--- config.mk ---
export PLATFORM = sky130hd
export DESIGN_NAME = pge_ctrl
export DESIGN_NICKNAME = d
export VERILOG_FILES = /design/src/hdl/pge_pkg.sv /design/src/hdl/pge_ctrl.sv
export SDC_FILE = /design/constraint.sdc
export NUM_CORES = 1
export LEC_CHECK = 0
export BUFFER_PORTS_ARGS = -buffer_cell sky130_fd_sc_hd__buf_2
export CAP_MARGIN = 10
export CORE_AREA = 3 3 40 42
export DETAILED_ROUTE_END_ITERATION = 7
export DIE_AREA = 0 0 43 45
export PLACE_DENSITY_LB_ADDON = 0.2
export SETUP_SLACK_MARGIN = 0.2
export SYNTH_ARGS = -nofsm -noshare
export SYNTH_HDL_FRONTEND = slang
export SYNTH_SLANG_ARGS = --single-unit
--- constraint.sdc ---
create_clock -name i_clk -period 2.6 [get_ports i_clk]
set_input_delay 0.52 -clock i_clk [delete_from_list [all_inputs] [get_ports i_clk]]
set_output_delay 0.52 -clock i_clk [all_outputs]
set_load 0.01 [all_outputs]
--- src/hdl/pge_pkg.sv ---
// Shared types and constants for the permutation gather engine.
// Used by pge_ctrl, pge_datapath and the top level; depends on nothing.
`default_nettype none

package pge_pkg;

    localparam int MODE_W = 2;
    localparam int PIDX_W = 7;
    localparam int POS_W  = 6;
    localparam int ELEM_W = 6;

    localparam int ARRAY_SIZE_DEF = 64;
    localparam int MAX_PERMS_DEF  = 128;

    localparam logic [MODE_W-1:0] MODE_LOAD  = 2'd0;
    localparam logic [MODE_W-1:0] MODE_IDENT = 2'd1;
    localparam logic [MODE_W-1:0] MODE_APPLY = 2'd2;
    localparam logic [MODE_W-1:0] MODE_READ  = 2'd3;

    typedef enum logic [1:0] {
        ST_IDLE,
        ST_APPLY,
        ST_READ
    } t_state;

    typedef struct packed {
        logic load_wr;
        logic ident;
        logic apply_start;
        logic flip;
        logic read_issue;
        logic out_load;
    } t_cmd;

    typedef struct packed {
        logic pidx_ok;
        logic pos_ok;
        logic apply_done;
        logic out_free;
    } t_status;

endpackage

`default_nettype wire

--- src/hdl/pge_ctrl.sv ---
// Controller state machine of the permutation gather engine.
// Depends on pge_pkg; drives the datapath through t_cmd and watches t_status.
`default_nettype none

module pge_ctrl (
    input  wire logic                        i_clk,
    input  wire logic                        i_rst_n,
    input  wire logic                        i_valid,
    input  wire logic [pge_pkg::MODE_W-1:0]  i_mode,
    input  wire pge_pkg::t_status            i_status,
    output logic                             o_ready,
    output pge_pkg::t_cmd                    o_cmd
);

    pge_pkg::t_state r_state;
    pge_pkg::t_state n_state;
    logic            w_accept;

    assign o_ready  = (r_state == pge_pkg::ST_IDLE);
    assign w_accept = i_valid && o_ready;

    always_ff @(posedge i_clk) begin
        if (!i_rst_n) begin
            r_state <= pge_pkg::ST_IDLE;
        end else begin
            r_state <= n_state;
        end
    end

    always_comb begin
        n_state = r_state;
        case (r_state)
            pge_pkg::ST_IDLE: begin
                if (w_accept) begin
                    if (i_mode == pge_pkg::MODE_APPLY && i_status.pidx_ok) begin
                        n_state = pge_pkg::ST_APPLY;
                    end else if (i_mode == pge_pkg::MODE_READ) begin
                        n_state = pge_pkg::ST_READ;
                    end
                end
            end
            pge_pkg::ST_APPLY: begin
                if (i_status.apply_done) begin
                    n_state = pge_pkg::ST_IDLE;
                end
            end
            pge_pkg::ST_READ: begin
                if (i_status.out_free) begin
                    n_state = pge_pkg::ST_IDLE;
                end
            end
            default: n_state = pge_pkg::ST_IDLE;
        endcase
    end

    always_comb begin
        o_cmd = '0;
        case (r_state)
            pge_pkg::ST_IDLE: begin
                if (w_accept) begin
                    case (i_mode)
                        pge_pkg::MODE_LOAD: begin
                            o_cmd.load_wr = i_status.pidx_ok && i_status.pos_ok;
                        end
                        pge_pkg::MODE_IDENT: begin
                            o_cmd.ident = 1'b1;
                        end
                        pge_pkg::MODE_APPLY: begin
                            o_cmd.apply_start = i_status.pidx_ok;
                        end
                        pge_pkg::MODE_READ: begin
                            o_cmd.read_issue = 1'b1;
                        end
                        default: o_cmd = '0;
                    endcase
                end
            end
            pge_pkg::ST_APPLY: begin
                o_cmd.flip = i_status.apply_done;
            end
            pge_pkg::ST_READ: begin
                o_cmd.out_load = i_status.out_free;
            end
            default: o_cmd = '0;
        endcase
    end

endmodule

`default_nettype wire

==> run_summary.xml, run 1 <==
<?xml version="1.0" encoding="UTF-8"?>
<metrics>
  <group name="power">
    <metric name="static-leakage-power" unit="uW">0.000162</metric>
    <metric name="power_density" unit="nW/um2">446</metric>
    <metric name="ir_drop_worst_vdd" unit="mV">0.0947</metric>
  </group>
  <group name="cells_and_area">
    <metric name="reg.largest.list" unit="">r_state x2</metric>
    <metric name="post-route-util" unit="">0.217</metric>
    <metric name="largest_register_ffs" unit="">2</metric>
    <metric name="number_of_nets_in_the_finished_design" unit="">47</metric>
    <metric name="most-common-layout-cells" unit="">buf_2 (15), clkbuf_4 (3)</metric>
    <metric name="layout-drive-gt1-share" unit="">0.528</metric>
    <metric name="layout.cells.most_common" unit="">buf_2</metric>
    <metric name="antenna_cells_inserted" unit="">0</metric>
    <metric name="register_with_the_highest_flop_count" unit="">r_state</metric>
    <metric name="area.growth.synth_to_final" unit="%">71.5</metric>
  </group>
  <group name="setup_path">
    <metric name="critical_path.max_fanout" unit="">5</metric>
    <metric name="crit_cells" unit="">4</metric>
    <metric name="critical-path-top-delay-family" unit="">simple AND/OR/NAND/NOR gates</metric>
    <metric name="critical-path-slowest-cell" unit="">nor3b_4</metric>
    <metric name="crit_path_cell_trace" unit="">buf_2, nor3b_4, and4b_1, buf_2</metric>
    <metric name="timing.critical_path.to_type" unit="">output port</metric>
    <metric name="crit_end" unit="">o_cmd[5]</metric>
    <metric name="timing.rr.end" unit="">r_state[0]</metric>
    <metric name="r2r_start" unit="">r_state[0]</metric>
    <metric name="cp-startpoint" unit="">i_valid</metric>
    <metric name="worst-r2r-setup-slack" unit="ns">1.73</metric>
    <metric name="critPathMostFrequentCell" unit="">buf_2</metric>
    <metric name="critical_path_arrival" unit="ns">1.17</metric>
    <metric name="critPathMaxStageDelay" unit="ns">0.22</metric>
    <metric name="worstRegToRegCells" unit="">2</metric>
    <metric name="timing.critical_path.buf_inv" unit="">2</metric>
    <metric name="critPathKind" unit="">primary input to output port</metric>
    <metric name="critPathRequiredTime" unit="ns">2.08</metric>
    <metric name="crit_path_launch_type" unit="">primary input</metric>
  </group>
  <group name="timing">
    <metric name="max_freq" unit="GHz">0.592</metric>
    <metric name="finalSetupViolCount" unit="">0</metric>
    <metric name="post-route-min-period" unit="ns">1.69</metric>
    <metric name="timing.final.max_slew_violations" unit="">0</metric>
    <metric name="timing.setup.tns" unit="ns">0</metric>
    <metric name="skew" unit="ns">0.00165</metric>
    <metric name="whs" unit="ns">0.556</metric>
    <metric name="hold_viol" unit="">0</metric>
    <metric name="unrepaired_setup_endpoints_after_global_routing" unit="">false</metric>
    <metric name="worstMarginPinSlew" unit="ns">0.253</metric>
    <metric name="share_of_the_cycle_needed_by_the_critical_path_after_routing" unit="">0.650</metric>
    <metric name="worst_slew_margin_rel" unit="">0.829</metric>
  </group>
  <group name="floorplan">
    <metric name="horizontal_extent_of_the_die" unit="um">43</metric>
    <metric name="coreArea" unit="um2">1280</metric>
    <metric name="io_pins" unit="">16</metric>
    <metric name="die_area" unit="um2">1940</metric>
    <metric name="start_util" unit="">0.127</metric>
    <metric name="core.rowCount" unit="">13</metric>
    <metric name="die_h" unit="um">45</metric>
  </group>
  <group name="clocking">
    <metric name="root_buffer" unit="">clkbuf_4</metric>
    <metric name="tritoncts" unit="">built</metric>
    <metric name="post_cts.repair.setup_buffers" unit="">0</metric>
    <metric name="tritoncts.num_buffers" unit="">3</metric>
    <metric name="cts_htree_levels" unit="">1</metric>
    <metric name="cts.hold.buffers_added" unit="">0</metric>
    <metric name="number_of_gates_resized_after_cts" unit="">0</metric>
    <metric name="clkSlewWorstSetupHoldPaths" unit="ns">0.03</metric>
    <metric name="number_of_sinks_driven_by_the_clock_tree" unit="">2</metric>
    <metric name="clock_latency" unit="ns">0.22</metric>
    <metric name="cts-root-to-sink-buffers" unit="">2</metric>
  </group>
  <group name="global_routing">
    <metric name="initial_antenna_violation_count" unit="">0</metric>
    <metric name="grt_pass1_wl" unit="um">738</metric>
    <metric name="grt_pass1_vias" unit="">202</metric>
    <metric name="global_route.usage.total" unit="">0.0565</metric>
    <metric name="grt_start_max_net_pins" unit="">8</metric>
    <metric name="grt_remaining_overflow" unit="">0</metric>
  </group>
  <group name="placement">
    <metric name="dp_hpwl" unit="um">400</metric>
    <metric name="portBuffers" unit="">15</metric>
    <metric name="gp_congestion" unit="">0.600</metric>
  </group>
  <group name="route">
    <metric name="vias" unit="">203</metric>
    <metric name="drt_iter0_markers" unit="">0</metric>
    <metric name="wirelength" unit="um">472</metric>
    <metric name="wl_per_cell" unit="um">9.25</metric>
    <metric name="viasPerCell" unit="">3.98</metric>
    <metric name="antenna_left" unit="">0</metric>
    <metric name="detail_route.drc_violations" unit="">0</metric>
    <metric name="drt_pass1_iterations" unit="">1</metric>
  </group>
  <group name="synth">
    <metric name="synth_compound_gate_area_share" unit="">0.0923</metric>
    <metric name="synthesis.area_per_instance" unit="um2">9.04</metric>
    <metric name="synth_top_cells_by_area" unit="">dfxtp_1 (25%), nor3b_4 (12%), and3b_1 (11%)</metric>
    <metric name="ys_types" unit="">13</metric>
    <metric name="ys_ff_latch" unit="">2</metric>
    <metric name="yosysTopAreaCell" unit="">dfxtp_1</metric>
    <metric name="synth_warnings" unit="">0</metric>
    <metric name="synth_mux_area_frac" unit="">0</metric>
    <metric name="synth-xor-area-share" unit="">0</metric>
    <metric name="synth.yosys.seq_area_share" unit="">0.246</metric>
    <metric name="synth_top_family_by_area" unit="">simple AND/OR/NAND/NOR gates</metric>
    <metric name="synth_fp_nets" unit="">27</metric>
    <metric name="synth.cell_area" unit="um2">163</metric>
    <metric name="yosys.area.top_type_share" unit="">0.246</metric>
    <metric name="syn_inst" unit="">18</metric>
    <metric name="yosys.area_share.simple" unit="">0.662</metric>
    <metric name="synth_adder_area_share" unit="">0</metric>
  </group>
  <group name="run">
    <metric name="maxCapViolations" unit="">0</metric>
  </group>
  <group name="min_path">
    <metric name="hold_path.class" unit="">primary input to flip-flop</metric>
    <metric name="holdPathStages" unit="">3</metric>
  </group>
  <group name="outcome">
    <metric name="status" unit="">finished clean</metric>
  </group>
</metrics>
==> per-layer routing <==
metal  wire (um)  up-vias  track usage
li1            -      105            -
met1         144       91       0.0384
met2         289        5       0.0988
met3          22        2       0.0159
met4          15        0       0.0904
met5           0        -            0
==> layout make-up <==
type / instances / area (um2)
fill: 152 / 1010
multi-input combinational: 16 / 123
timing repair buffer: 15 / 75.1
sequential: 2 / 40.0
clock buffer: 3 / 22.5
tap: 15 / 18.8
==> tightest hold or removal path, cell delays in order <==
cell and delay, ns:
buf_2 0.11, nand2b_1 0.06, a21oi_1 0.04
==> report_power, final <==
group / internal, uW / switching [uW] / leakage [uW]
logic: 12.3 / 9.60 / 0.000132
clock network: 50.9 / 18.0 / 0.0000138
registers: 31.9 / 1.75 / 0.0000163
==> through the flow <==
step | power, uW | cells | setup WS (ns) | area (um2)
global placement | 56.0 | 48 | 0.923 | 256
CTS | 131 | 51 | 0.895 | 279
finish | 125 | 51 | 0.910 | 279
global route | 136 | 51 | 0.799 | 279
detailed placement | 56.3 | 48 | 0.911 | 256
floorplan | 44.2 | 18 | 1.11 | 163
==> worst min path at each step <==
| stage | from | end | slack [ns] |
|---|---|---|---|
| floorplan | r_state[1] | r_state[1] | 0.52 |
| global placement | r_state[1] | r_state[1] | 0.57 |
| detailed placement | r_state[1] | r_state[1] | 0.58 |
| CTS | i_rst_n | r_state[1] | 0.55 |
| global route | i_rst_n | r_state[1] | 0.55 |
| finish | i_rst_n | r_state[1] | 0.56 |
==> kinds of logic after synthesis <==
| kind of cell | after synthesis |
|---|---|
| simple gates | 14 |
| flops | 2 |
| compound gates | 2 |
==> cell usage after synthesis, drive strengths merged <==
cell type,n
a21oi,1
a41o,1
and3,2
and3b,2
and4b,1
dfxtp,2
nand2,1
nand2b,2
nand4b,1
nor2,2
nor2b,1
nor3b,1
nor4bb,1
(Power assumes the default switching activity.)
==> run 2, diff against run 1 <==
Clock period 2.6 ns to 1.75 ns, I/O delays scaled along.
==> run 2 against run 1 <==
Cell area rose by 4.5%. First-iteration DRC count up 1. Critical endpoint unchanged. Power increased by 49%. Highest routed layer is now met3. Critical path depth shrank 1. Largest cell class unchanged. Final cell count increased by 2.0%.
==> run_summary.xml, run 2 (synthesis results as in run 1) <==
<?xml version="1.0" encoding="UTF-8"?>
<metrics>
  <group name="global_routing">
    <metric name="global_route.usage.total" unit="">0.0640</metric>
    <metric name="grt_start_max_net_pins" unit="">8</metric>
    <metric name="grt_pass1_vias" unit="">216</metric>
    <metric name="grt_remaining_overflow" unit="">0</metric>
    <metric name="initial_antenna_violation_count" unit="">0</metric>
    <metric name="grt_pass1_wl" unit="um">834</metric>
  </group>
  <group name="timing">
    <metric name="timing.setup.tns" unit="ns">0</metric>
    <metric name="share_of_the_cycle_needed_by_the_critical_path_after_routing" unit="">0.840</metric>
    <metric name="max_freq" unit="GHz">0.680</metric>
    <metric name="skew" unit="ns">0.00459</metric>
    <metric name="worst_slew_margin_rel" unit="">0.824</metric>
    <metric name="post-route-min-period" unit="ns">1.47</metric>
    <metric name="worstMarginPinSlew" unit="ns">0.261</metric>
    <metric name="whs" unit="ns">0.383</metric>
    <metric name="timing.final.max_slew_violations" unit="">0</metric>
    <metric name="unrepaired_setup_endpoints_after_global_routing" unit="">true</metric>
    <metric name="finalSetupViolCount" unit="">0</metric>
    <metric name="hold_viol" unit="">0</metric>
  </group>
  <group name="run">
    <metric name="maxCapViolations" unit="">0</metric>
  </group>
  <group name="min_path">
    <metric name="whs_endpoint" unit="">r_state[1]</metric>
    <metric name="worstHoldStart" unit="">i_rst_n</metric>
    <metric name="hold_path.class" unit="">primary input to flip-flop</metric>
    <metric name="holdPathStages" unit="">3</metric>
  </group>
  <group name="clocking">
    <metric name="clkSlewWorstSetupHoldPaths" unit="ns">0.03</metric>
    <metric name="number_of_sinks_driven_by_the_clock_tree" unit="">2</metric>
    <metric name="cts_htree_levels" unit="">1</metric>
    <metric name="clock_latency" unit="ns">0.22</metric>
    <metric name="cts-root-to-sink-buffers" unit="">2</metric>
    <metric name="tritoncts.num_buffers" unit="">3</metric>
    <metric name="tritoncts" unit="">built</metric>
    <metric name="root_buffer" unit="">clkbuf_4</metric>
  </group>
  <group name="cells_and_area">
    <metric name="area.growth.synth_to_final" unit="%">79.2</metric>
    <metric name="fin_area" unit="um2">292</metric>
    <metric name="most-common-layout-cells" unit="">buf_2 (15), clkbuf_4 (3)</metric>
    <metric name="reg.largest.list" unit="">r_state x2</metric>
    <metric name="layout-drive-gt1-share" unit="">0.595</metric>
    <metric name="largest_register_ffs" unit="">2</metric>
    <metric name="antenna_cells_inserted" unit="">0</metric>
    <metric name="register_with_the_highest_flop_count" unit="">r_state</metric>
    <metric name="layout.cells.most_common" unit="">buf_2</metric>
    <metric name="number_of_nets_in_the_finished_design" unit="">48</metric>
  </group>
  <group name="placement">
    <metric name="placed_area" unit="um2">256</metric>
    <metric name="gp_congestion" unit="">0.591</metric>
    <metric name="portBuffers" unit="">15</metric>
  </group>
  <group name="route">
    <metric name="viasPerCell" unit="">4.08</metric>
    <metric name="drt_pass1_iterations" unit="">2</metric>
    <metric name="antenna_left" unit="">0</metric>
    <metric name="wirelength" unit="um">476</metric>
    <metric name="wl_per_cell" unit="um">9.15</metric>
    <metric name="drt_iter0_markers" unit="">1</metric>
    <metric name="detail_route.drc_violations" unit="">0</metric>
    <metric name="vias" unit="">212</metric>
  </group>
  <group name="floorplan">
    <metric name="coreArea" unit="um2">1280</metric>
    <metric name="io_pins" unit="">16</metric>
    <metric name="core.rowCount" unit="">13</metric>
    <metric name="horizontal_extent_of_the_die" unit="um">43</metric>
    <metric name="die_area" unit="um2">1940</metric>
    <metric name="start_util" unit="">0.127</metric>
    <metric name="die_h" unit="um">45</metric>
  </group>
  <group name="setup_path">
    <metric name="critical_path_arrival" unit="ns">1.12</metric>
    <metric name="critPathMaxStageDelay" unit="ns">0.34</metric>
    <metric name="critPathKind" unit="">flip-flop to output port</metric>
    <metric name="worst-r2r-setup-slack" unit="ns">0.79</metric>
    <metric name="crit_path_launch_type" unit="">flip-flop</metric>
    <metric name="crit_path_cell_trace" unit="">nor3b_4, and4b_1, buf_2</metric>
    <metric name="timing.rr.end" unit="">r_state[0]</metric>
    <metric name="critPathRequiredTime" unit="ns">1.40</metric>
    <metric name="critical-path-slowest-cell" unit="">dfxtp_4</metric>
    <metric name="timing.critical_path.to_type" unit="">output port</metric>
    <metric name="worstRegToRegCells" unit="">3</metric>
    <metric name="r2r_start" unit="">r_state[1]</metric>
    <metric name="critical_path.max_fanout" unit="">5</metric>
  </group>
  <group name="power">
    <metric name="ir_drop_worst_vdd" unit="mV">0.328</metric>
    <metric name="finalPower" unit="uW">185</metric>
    <metric name="power_density" unit="nW/um2">635</metric>
    <metric name="static-leakage-power" unit="uW">0.000168</metric>
  </group>
  <group name="outcome">
    <metric name="status" unit="">finished clean</metric>
  </group>
</metrics>
run 2: cell types whose count changed in the layout (fill, tap and decap cells not counted), sizes merged:
cell  previous run  this run
buf             15        16
run 2: cell type report:
cell class	instances	area, um2
repair buffers	16	82.6
fillers	148	993
flip-flops and latches	2	45.0
multi-input cells	16	123
clock buffers	3	22.5
well taps	15	18.8
run 2: repair_timing:
item	CTS	global route
setup buffers	0	1
hold buffers	0	0
resized for setup	0	3
setup endpoints to repair	0	4
run 2: routing by layer:
layer | vias to the layer above | track usage | part of all wire | wire (um)
li1 | 111 | - | - | -
met1 | 95 | 0.0432 | 0.29 | 139
met2 | 6 | 0.111 | 0.59 | 283
met3 | 0 | 0.0637 | 0.11 | 53
met4 | 0 | 0.0361 | 0 | 0
met5 | - | 0 | 0 | 0
run 2: how the worst max path moves through the flow:
stage                    end  slack, ns  depth (start not counted)  startpoint
floorplan           o_cmd[5]       0.58                          2  r_state[0]
global placement    o_cmd[5]       0.42                          4     i_valid
detailed placement  o_cmd[5]       0.40                          4     i_valid
CTS                 o_cmd[5]       0.22                          3  r_state[0]
global route        o_cmd[5]       0.17                          3  r_state[1]
finish              o_cmd[5]       0.28                          3  r_state[1]
run 2: critical path, delay by kind of cell (launching register included):
| family | cells | cell delay (ns) |
|---|---|---|
| simple gates | 2 | 0.43 |
| flops | 1 | 0.34 |
| buf+inv | 1 | 0.12 |
run 2: where the power goes:
part | switching, uW | internal (uW)
sequential | 2.08 | 46.7
clock | 26.3 | 75.7
combinational | 15.0 | 19.5
run 2: stage by stage:
step / util / setup WS, ns / cells
floorplan: - / 0.579 / 18
global route: 0.227 / 0.174 / 52
CTS: 0.217 / 0.218 / 51
detailed placement: 0.200 / 0.404 / 48
global placement: 0.200 / 0.417 / 48
finish: 0.227 / 0.279 / 52
==> run 3, diff against run 2 <==
Clock period 1.75 ns to 1.5 ns, I/O delays scaled along.
==> run 3 against run 2 <==
Clock skew fell by 0.0044 ns. Clock power is 14% higher. Cell area rose by 9.0%. Sequential cell count unchanged. Critical endpoint unchanged. Global-route usage down 0.34 points. Die area is the same. Highest routed layer unchanged. Count of clock-buffer cells in the layout unchanged.
==> run_summary.xml, run 3 (synthesis results as in run 1) <==
<?xml version="1.0" encoding="UTF-8"?>
<metrics>
  <group name="cells_and_area">
    <metric name="layout-drive-gt1-share" unit="">0.625</metric>
    <metric name="area.growth.synth_to_final" unit="%">95.4</metric>
    <metric name="register_with_the_highest_flop_count" unit="">r_state</metric>
    <metric name="largest_register_ffs" unit="">2</metric>
    <metric name="most-common-layout-cells" unit="">buf_2 (15), clkbuf_4 (3), buf_4 (3)</metric>
    <metric name="number_of_nets_in_the_finished_design" unit="">51</metric>
    <metric name="fin_area" unit="um2">318</metric>
    <metric name="reg.largest.list" unit="">r_state x2</metric>
    <metric name="final_cell_count_without_fillers" unit="">55</metric>
    <metric name="layout.cells.most_common" unit="">buf_2</metric>
    <metric name="antenna_cells_inserted" unit="">0</metric>
  </group>
  <group name="setup_path">
    <metric name="timing.critical_path.to_type" unit="">output port</metric>
    <metric name="crit_path_launch_type" unit="">flip-flop</metric>
    <metric name="critPathRequiredTime" unit="ns">1.20</metric>
    <metric name="critical-path-slowest-cell" unit="">dfxtp_4</metric>
    <metric name="worst-r2r-setup-slack" unit="ns">0.33</metric>
    <metric name="critical_path.max_fanout" unit="">5</metric>
    <metric name="critPathMaxStageDelay" unit="ns">0.34</metric>
    <metric name="critical_path_arrival" unit="ns">1.14</metric>
    <metric name="critPathKind" unit="">flip-flop to output port</metric>
    <metric name="crit_path_cell_trace" unit="">nor3b_4, and4b_1, buf_2</metric>
  </group>
  <group name="global_routing">
    <metric name="global_route.usage.total" unit="">0.0606</metric>
    <metric name="grt_pass1_vias" unit="">220</metric>
    <metric name="grt_start_max_net_pins" unit="">7</metric>
    <metric name="grt_remaining_overflow" unit="">0</metric>
    <metric name="grt_pass1_wl" unit="um">800</metric>
    <metric name="initial_antenna_violation_count" unit="">0</metric>
  </group>
  <group name="timing">
    <metric name="timing.final.max_slew_violations" unit="">0</metric>
    <metric name="timing.setup.tns" unit="ns">0</metric>
    <metric name="worstMarginPinSlew" unit="ns">0.240</metric>
    <metric name="max_freq" unit="GHz">0.696</metric>
    <metric name="post-route-min-period" unit="ns">1.44</metric>
    <metric name="unrepaired_setup_endpoints_after_global_routing" unit="">true</metric>
    <metric name="finalSetupViolCount" unit="">0</metric>
    <metric name="worst_slew_margin_rel" unit="">0.838</metric>
    <metric name="share_of_the_cycle_needed_by_the_critical_path_after_routing" unit="">0.957</metric>
    <metric name="post-route-worst-setup-slack" unit="ns">0.0641</metric>
    <metric name="hold_viol" unit="">0</metric>
    <metric name="skew" unit="ns">0.000196</metric>
  </group>
  <group name="run">
    <metric name="maxCapViolations" unit="">0</metric>
  </group>
  <group name="floorplan">
    <metric name="io_pins" unit="">16</metric>
    <metric name="coreArea" unit="um2">1280</metric>
    <metric name="core.rowCount" unit="">13</metric>
    <metric name="start_util" unit="">0.127</metric>
    <metric name="die_area" unit="um2">1940</metric>
    <metric name="die_h" unit="um">45</metric>
    <metric name="horizontal_extent_of_the_die" unit="um">43</metric>
  </group>
  <group name="route">
    <metric name="drt_pass1_iterations" unit="">4</metric>
    <metric name="vias" unit="">221</metric>
    <metric name="wirelength" unit="um">539</metric>
    <metric name="detail_route.drc_violations" unit="">0</metric>
    <metric name="drt_iter0_markers" unit="">1</metric>
    <metric name="antenna_left" unit="">0</metric>
    <metric name="viasPerCell" unit="">4.02</metric>
    <metric name="wl_per_cell" unit="um">9.80</metric>
  </group>
  <group name="placement">
    <metric name="dp_hpwl" unit="um">422</metric>
    <metric name="gp_congestion" unit="">0.574</metric>
    <metric name="portBuffers" unit="">15</metric>
    <metric name="place_worst_setup_slack" unit="ns">0.238</metric>
    <metric name="placed_cells_incl_taps" unit="">48</metric>
    <metric name="placed_area" unit="um2">256</metric>
  </group>
  <group name="clocking">
    <metric name="number_of_sinks_driven_by_the_clock_tree" unit="">2</metric>
    <metric name="cts_htree_levels" unit="">1</metric>
    <metric name="tritoncts.num_buffers" unit="">3</metric>
    <metric name="cts-root-to-sink-buffers" unit="">2</metric>
    <metric name="clkSlewWorstSetupHoldPaths" unit="ns">0.03</metric>
    <metric name="root_buffer" unit="">clkbuf_4</metric>
    <metric name="tritoncts" unit="">built</metric>
    <metric name="clock_latency" unit="ns">0.22</metric>
  </group>
  <group name="power">
    <metric name="finalPower" unit="uW">221</metric>
    <metric name="power_density" unit="nW/um2">694</metric>
    <metric name="static-leakage-power" unit="uW">0.000185</metric>
    <metric name="ir_drop_worst_vdd" unit="mV">0.176</metric>
  </group>
  <group name="min_path">
    <metric name="hold_path.class" unit="">primary input to flip-flop</metric>
  </group>
  <group name="outcome">
    <metric name="status" unit="">finished clean</metric>
  </group>
</metrics>
-- run 3: changes by cell type in the layout (fill, tap and decap cells not counted) --
cell and delta:
buf_4 +2, buf_6 +1
-- run 3: final timing paths --
kind	from	to	cells after the start
hold / removal	i_rst_n	r_state[1]	3
setup reg to reg	r_state[1]	r_state[0]	5
hold reg to reg	r_state[0]	r_state[1]	2
setup / recovery	r_state[1]	o_cmd[5]	3
-- run 3: stage by stage --
| stage | hold slack [ns] | utilization |
|---|---|---|
| floorplan | 0.430 | - |
| global placement | 0.566 | 0.200 |
| detailed placement | 0.570 | 0.200 |
| CTS | 0.324 | 0.233 |
| global route | 0.343 | 0.247 |
| finish | 0.329 | 0.247 |
-- run 3: where the power goes --
part,internal [uW],leakage [uW],switching [uW]
Combinational,27.9,0.000154,19.5
Clock,88.1,0.0000138,28.3
Sequential,54.5,0.0000175,2.33
-- run 3: timing repair --
action                     CTS  global route
setup buffers                2             2
setup endpoints to repair    5             5
pin swaps                    4             3
hold buffers                 0             0
resized for setup            3             1
-- run 3: layout make-up --
type	instances	area, um2
Sequential cell	2	45.0
Multi-Input combinational cell	16	123
Timing Repair Buffer	19	109
Clock buffer	3	22.5
Tap cell	15	18.8
Fill cell	153	967
-- run 3: per-layer routing --
metal	track usage	wire length (um)	up-vias	share of wire
li1	-	-	114	-
met1	0.0335	160	104	0.30
met2	0.117	344	3	0.64
met3	0.0319	34	0	0.063
met4	0.0723	0	0	0
met5	0	0	-	0
-- run 3: worst max-delay path: cells and delay by family, from the launching register on --
family / cells / cell delay (ns)
flip-flops: 1 / 0.34
AND/OR/NAND/NOR: 2 / 0.45
buffers and inverters: 1 / 0.12
